==> src/rtl/lsbf_pkg.sv <==
// Shared types, constants and frame builder for the LCD serial byte framer.
package lsbf_pkg;

  localparam int unsigned NumCells   = 24;
  localparam int unsigned BodyBits   = 16;
  localparam int unsigned HdrBits    = 8;
  localparam int unsigned HdrOnes    = 5;
  localparam logic [7:0]  NibbleHiMask = 8'hF0;

  typedef struct packed {
    logic vld;
    logic last;
    logic data_bit;
  } cell_t;

  typedef struct packed {
    logic load;
    logic advance;
  } cell_ctrl_t;

  typedef cell_t [NumCells-1:0] frame_t;

  // Cell 0 goes out first. Header (when sent) occupies cells 0..7.
  function automatic frame_t build_frame(input logic [7:0] byte_v,
                                         input logic       cmd,
                                         input logic       hdr);
    frame_t      f;
    logic [7:0]  hi;
    logic [7:0]  lo;
    logic [15:0] body;
    int unsigned base;
    f    = '0;
    hi   = byte_v & NibbleHiMask;
    lo   = {byte_v[3:0], 4'b0000};
    body = {hi, lo};
    base = hdr ? HdrBits : 0;
    if (hdr) begin
      for (int unsigned k = 0; k < HdrBits; k++) begin
        f[k].vld  = 1'b1;
        f[k].last = 1'b0;
        f[k].data_bit = (k < HdrOnes) ? 1'b1 : ((k == HdrOnes + 1) ? ~cmd : 1'b0);
      end
    end
    for (int unsigned k = 0; k < BodyBits; k++) begin
      f[base + k].vld      = 1'b1;
      f[base + k].last     = (k == BodyBits - 1);
      f[base + k].data_bit = body[BodyBits - 1 - k];
    end
    return f;
  endfunction

endpackage

==> src/rtl/lsbf_if.sv <==
// Valid/ready channel interfaces for input bytes and output serial bits.
interface lsbf_in_if;
  logic       valid;
  logic       ready;
  logic [7:0] payload_byte;
  logic       is_command;
  modport source (output valid, output payload_byte, output is_command, input ready);
  modport sink   (input valid, input payload_byte, input is_command, output ready);
endinterface

interface lsbf_out_if;
  logic valid;
  logic ready;
  logic data_bit;
  logic last;
  modport source (output valid, output data_bit, output last, input ready);
  modport sink   (input valid, input data_bit, input last, output ready);
endinterface

==> src/rtl/lsbf_cell.sv <==
// One shift cell of the serial bit chain: loads in parallel or takes its neighbor.
module lsbf_cell
  import lsbf_pkg::*;
(
  input  logic       clk_i,
  input  logic       rst_ni,
  input  cell_ctrl_t ctrl_i,
  input  cell_t      load_i,
  input  cell_t      next_i,
  output cell_t      cell_o
);

  cell_t cell_d, cell_q;

  always_comb begin
    cell_d = cell_q;
    if (ctrl_i.load) begin
      cell_d = load_i;
    end else if (ctrl_i.advance) begin
      cell_d = next_i;
    end
  end

  always_ff @(posedge clk_i or negedge rst_ni) begin
    if (!rst_ni) begin
      cell_q <= '0;
    end else begin
      cell_q <= cell_d;
    end
  end

  assign cell_o = cell_q;

endmodule

==> src/rtl/lcd_serial_byte_framer.sv <==
// Top level of the LCD serial byte framer: frame builder and shift chain.
//
// Channel  Dir  Payload                     Item
// in_i     in   payload_byte[7:0], is_command  one byte to frame
// out_o    out  data_bit, last              one serial bit
//
// One output bit per cycle while the output is ready; a byte yields 24 bits
// (header) or 16 (repeat data byte), held in the 24-cell shift chain, which
// drains one cell per cycle unless the output stalls.
// A new byte is taken in the same cycle its predecessor's last bit leaves,
// so frames run back to back with no gap.
// Output stalls freeze the whole chain. Reset empties the chain and
// returns to command mode.
module lcd_serial_byte_framer
  import lsbf_pkg::*;
(
  input  logic       clk_i,
  input  logic       rst_ni,
  lsbf_in_if.sink    in_i,
  lsbf_out_if.source out_o
);

  frame_t     chain;      // current cell contents, cell 0 at the output
  frame_t     frame;      // parallel load value for a new byte
  cell_ctrl_t ctrl;
  logic       advance;
  logic       take;
  logic       send_hdr;
  logic       data_mode_d, data_mode_q;

  // Chain moves whenever the head is empty or being taken.
  assign advance = ~chain[0].vld | out_o.ready;

  // Valid cells are contiguous from cell 0, so an empty cell 1 means the
  // chain is empty after this shift.
  assign in_i.ready = advance & ~chain[1].vld;
  assign take       = in_i.valid & in_i.ready;

  // Commands always get a header; data only when leaving command mode.
  assign send_hdr = in_i.is_command | ~data_mode_q;
  assign frame    = build_frame(in_i.payload_byte, in_i.is_command, send_hdr);

  assign ctrl.load    = take;
  assign ctrl.advance = advance;

  for (genvar g = 0; g < NumCells; g++) begin : g_cell
    cell_t next_c;
    if (g == NumCells - 1) begin : g_tail
      assign next_c = '0;
    end else begin : g_mid
      assign next_c = chain[g + 1];
    end
    lsbf_cell u_cell (
      .clk_i  (clk_i),
      .rst_ni (rst_ni),
      .ctrl_i (ctrl),
      .load_i (frame[g]),
      .next_i (next_c),
      .cell_o (chain[g])
    );
  end

  always_comb begin
    data_mode_d = data_mode_q;
    if (take) begin
      data_mode_d = ~in_i.is_command;
    end
  end

  always_ff @(posedge clk_i or negedge rst_ni) begin
    if (!rst_ni) begin
      data_mode_q <= 1'b0;
    end else begin
      data_mode_q <= data_mode_d;
    end
  end

  assign out_o.valid    = chain[0].vld;
  assign out_o.data_bit = chain[0].data_bit;
  assign out_o.last     = chain[0].last;

endmodule
==> src/flat_wrapper.sv <==
// flat-port wrapper written by rule: the top's interface ports become plain ports
module lcd_serial_byte_framer_flat import lsbf_pkg::*;
  (clk_i, rst_ni, in_i_valid, in_i_payload_byte, in_i_is_command, in_i_ready, out_o_valid, out_o_data_bit, out_o_last, out_o_ready);
  lsbf_in_if in_i_i ();
  lsbf_out_if out_o_i ();
  input  logic clk_i;
  input  logic rst_ni;
  input wire logic [$bits(in_i_i.valid)-1:0] in_i_valid;
  input wire logic [$bits(in_i_i.payload_byte)-1:0] in_i_payload_byte;
  input wire logic [$bits(in_i_i.is_command)-1:0] in_i_is_command;
  output wire logic [$bits(in_i_i.ready)-1:0] in_i_ready;
  output wire logic [$bits(out_o_i.valid)-1:0] out_o_valid;
  output wire logic [$bits(out_o_i.data_bit)-1:0] out_o_data_bit;
  output wire logic [$bits(out_o_i.last)-1:0] out_o_last;
  input wire logic [$bits(out_o_i.ready)-1:0] out_o_ready;
  assign in_i_i.valid = in_i_valid;
  assign in_i_i.payload_byte = in_i_payload_byte;
  assign in_i_i.is_command = in_i_is_command;
  assign in_i_ready = in_i_i.ready;
  assign out_o_valid = out_o_i.valid;
  assign out_o_data_bit = out_o_i.data_bit;
  assign out_o_last = out_o_i.last;
  assign out_o_i.ready = out_o_ready;
  lcd_serial_byte_framer u_core (.clk_i(clk_i), .rst_ni(rst_ni), .in_i(in_i_i), .out_o(out_o_i));
endmodule
==> config.mk <==
export PLATFORM = sky130hd
export DESIGN_NAME = lcd_serial_byte_framer_flat
export DESIGN_NICKNAME = d
export VERILOG_FILES = /design/src/rtl/lsbf_pkg.sv /design/src/rtl/lsbf_if.sv /design/src/rtl/lsbf_cell.sv /design/src/rtl/lcd_serial_byte_framer.sv /design/src/flat_wrapper.sv
export SDC_FILE = /design/constraint.sdc
export NUM_CORES = 1
export LEC_CHECK = 0
export ABC_AREA = 1
export CELL_PAD_IN_SITES_DETAIL_PLACEMENT = 1
export CELL_PAD_IN_SITES_GLOBAL_PLACEMENT = 1
export CORE_MARGIN = 2
export CORE_UTILIZATION = 36
export CTS_BUF_LIST = sky130_fd_sc_hd__clkbuf_4 sky130_fd_sc_hd__clkbuf_8
export CTS_CLUSTER_SIZE = 40
export DETAILED_ROUTE_END_ITERATION = 7
export DONT_BUFFER_PORTS = 1
export GPL_TIMING_DRIVEN = 0
export PLACE_DENSITY_LB_ADDON = 0.1
export SLEW_MARGIN = 20
export SYNTH_ARGS = -nofsm -noshare
export SYNTH_HDL_FRONTEND = slang
export SYNTH_SLANG_ARGS = --single-unit
==> constraint.sdc <==
create_clock -name clk_i -period 2.8 [get_ports clk_i]
set_clock_uncertainty 0.2 [all_clocks]
set_input_delay 0.42 -clock clk_i [delete_from_list [all_inputs] [get_ports clk_i]]
set_output_delay 0.42 -clock clk_i [all_outputs]
set_load 0.005 [all_outputs]
==> results.txt <==
Status - finished clean
Via Count - 2361
CP Class - flop to output pin
Die height - 95.35 um
Slew HR - 62.35%
Avg Cell Area, Syn - 8.391 um2
Antenna violations before repair - 0
CP endpoint kind - output pin
Routed len/inst - 15.78 um
Slowest CP cell - dfrtp_1
Psw - 1.209 mW
Final period utilization - 63.98%
Yosys warnings - 0
CTS tree - done
Final Core Density - 41.61%
Worst-Skew Late Latency - 350 ps
GRT Util Overall - 18.22%
Root buf cell - clkbuf_8
Max Freq - 558.2 MHz
CTS Buf Count - 9
Number of top-level pins - 17
Switching share of power - 35.23%
Synth cell types - 18
Comb pwr share - 27.9%
TritonRoute pass-1 iters - 4
Core area - 0.008134 mm2
Hold Violations, Final - 0
Die X - 95.35 um
Synth Register Bits - 68
Internal power - 2.223 mW
Leak - 1.764 nW
Max Cap Violations - 0
First-pass GRT wire length - 12310 um
RSZ-0062 raised after global routing - no
Share of cells above drive strength 1 - 11.14%
Setup TNS Final - 0 ps
Setup violations, final - 0
Antenna Cells - 0
Largest net degree at the start of global routing - 69
Cell repeated most along the worst path - nand2_2
Slew Viols, Final - 0
Req. time, crit path - 2180 ps
Seq pwr share - 47.8%
Crit-path cells - nand2_2, buf_6, nand2_2, inv_1
Startpoint types - flop
Initial Util - 36.93%
Placer Congestion - 0.7048
Worst-Margin Slew - 564.8 ps
Vias per cell - 4.898
Synth Instances - 358
H-tree Lvls - 3
DRT antenna net count - 0
Layout Nets - 385
Maximum VDD drop - 457.6 uV
Input/output buffers - 0
Hold crit path type - input port to flop
Syn_nets - 371
Syn-to-layout area delta - 12.66%
DR DRC count - 0
Sink Count - 68
CP arrival - 1170 ps
Row Count - 33
PD cells - 1014 mW/mm2
Clk pwr share - 24.3%
Detail Placement HPWL - 4972 um
Routed Wire Length - 7604 um
Max Root-Sink Buffers - 2
CP peak stage delay - 410 ps
Die ar. - 0.009092 mm2
Post-synthesis sequential area ratio - 56.64%
Minimum clock period - 1791 ps
DRC marker count from the first detailed-route iteration - 90
Reg clk slew, reported paths - 80 ps
Post-Syn Area - 0.003004 mm2
Vias in the first global route - 2456
CP Max Fanout - 10
Remaining Overflow, GRT - 0
-- sequential cells by signal (all words and copies together) (netlist names) --
name                         flops
u_core.data_mode_q               1
u_core.g_cell.u_cell.cell_o     67
-- cells by family after synthesis --
kind of cell | synth area share, %
simple gates | 27.24
flops | 56.64
buf+inv | 9.413
compound gates | 6.705
-- metal layers --
layer	part of all wire, %	up-vias	global-route usage, %
met5	0	-	0
met4	1.5	0	7.971
met3	3.6	9	3.162
met2	47	27	28.40
met1	48	1175	24.91
li1	-	1150	-
-- cell usage after synthesis (all sizes together) --
| cell | n | share of area [%] |
|---|---|---|
| o211ai | 10 | 2.5 |
| o21ai | 24 | 4.0 |
| clkbuf | 3 | 0.37 |
| or2 | 1 | 0.21 |
| nor2 | 15 | 2.1 |
| inv | 40 | 5.0 |
| buf | 20 | 4.0 |
| nand3 | 54 | 9.4 |
| o22ai | 1 | 0.21 |
| nand4 | 1 | 0.21 |
| nand2 | 121 | 15 |
| dfrtp | 68 | 57 |
-- worst max-delay path, delay by kind of cell (launching register included) --
family	cells	cell delay, ps
buf+inv	2	240
flops	1	410
simple gates	2	180
-- per-stage QoR --
stage	hold WS (ps)	cells	instance area, um2	setup slack, ps	power, mW
2_1_floorplan	-75.59	358	3004	1392	2.335
3_3_place_gp	-73.69	463	3136	1168	2.571
3_5_place_dp	-73.64	463	3136	1147	2.608
4_1_cts	23.64	482	3385	969.5	3.489
5_1_grt	30.73	482	3385	922.6	3.722
6_report	32.25	482	3385	1009	3.431
-- cell usage in the layout (no fill, tap or decap) --
cell           synthesis  layout
o211ai_1              10      10
bufinv_16              0       1
nand3_1               53      53
buf_4                  1       1
buf_2                 16      16
nand2_2                2       2
nor2_4                 1       1
clkbuf_1               3       3
o21ai_0               23      23
dfrtp_1               68      68
nand2_1              119     119
buf_16                 0       1
clkbuf_8               0      10
clkinv_2               0       2
nor2_1                14      14
buf_6                  3       3
nand4_1                1       1
nand3_4                1       1
clkinvlp_4             0       2
or2_2                  1       1
dlygate4sd3_1          0       2
inv_1                 40      40
o21ai_1                1       1
clkinv_4               0       1
o22ai_1                1       1
-- area by class of cell --
type	instances	area [um2]
timing repair buffer	3	47.55
clock buffer	10	137.6
fill	956	4750
buffer	23	132.6
sequential	68	1702
multi-input combinational	227	1020
tap	105	131.4
inverter	40	150.1
clock inverter	6	63.81
-- worst paths after layout --
path | startpoint | endpoint | slack (ps) | depth (start not counted)
max | u_core.g_cell[0].u_cell.cell_o[2] | in_i_ready | 1010 | 4
min | in_i_valid | u_core.g_cell[0].u_cell.cell_o[2] | 30 | 2
max in group asynchronous | rst_ni | u_core.g_cell[7].u_cell.cell_o[2] | 1690 | 2
min reg2reg | u_core.g_cell[11].u_cell.cell_o[0] | u_core.g_cell[11].u_cell.cell_o[0] | 280 | 2
min in group asynchronous | rst_ni | u_core.g_cell[11].u_cell.cell_o[1] | 390 | 2
max reg2reg | u_core.g_cell[0].u_cell.cell_o[2] | u_core.g_cell[7].u_cell.cell_o[0] | 1180 | 4
-- power by group through the flow --
stage               logic [mW]  registers (mW)  clock network [mW]
finish                   0.958            1.64               0.833
floorplan                0.735            1.60                   0
detailed placement       0.946            1.66                   0
global route              1.13            1.69               0.903
CTS                      0.985            1.64               0.860
global placement         0.925            1.65                   0
-- timing repair --
| action | CTS | global route |
|---|---|---|
| hold endpoints to repair | 69 | 0 |
| buffers inserted | 0 | 0 |
| hold buffers | 3 | 0 |
| gates resized for setup | 0 | 0 |
No activity file was read; power rests on OpenSTA's default activity.
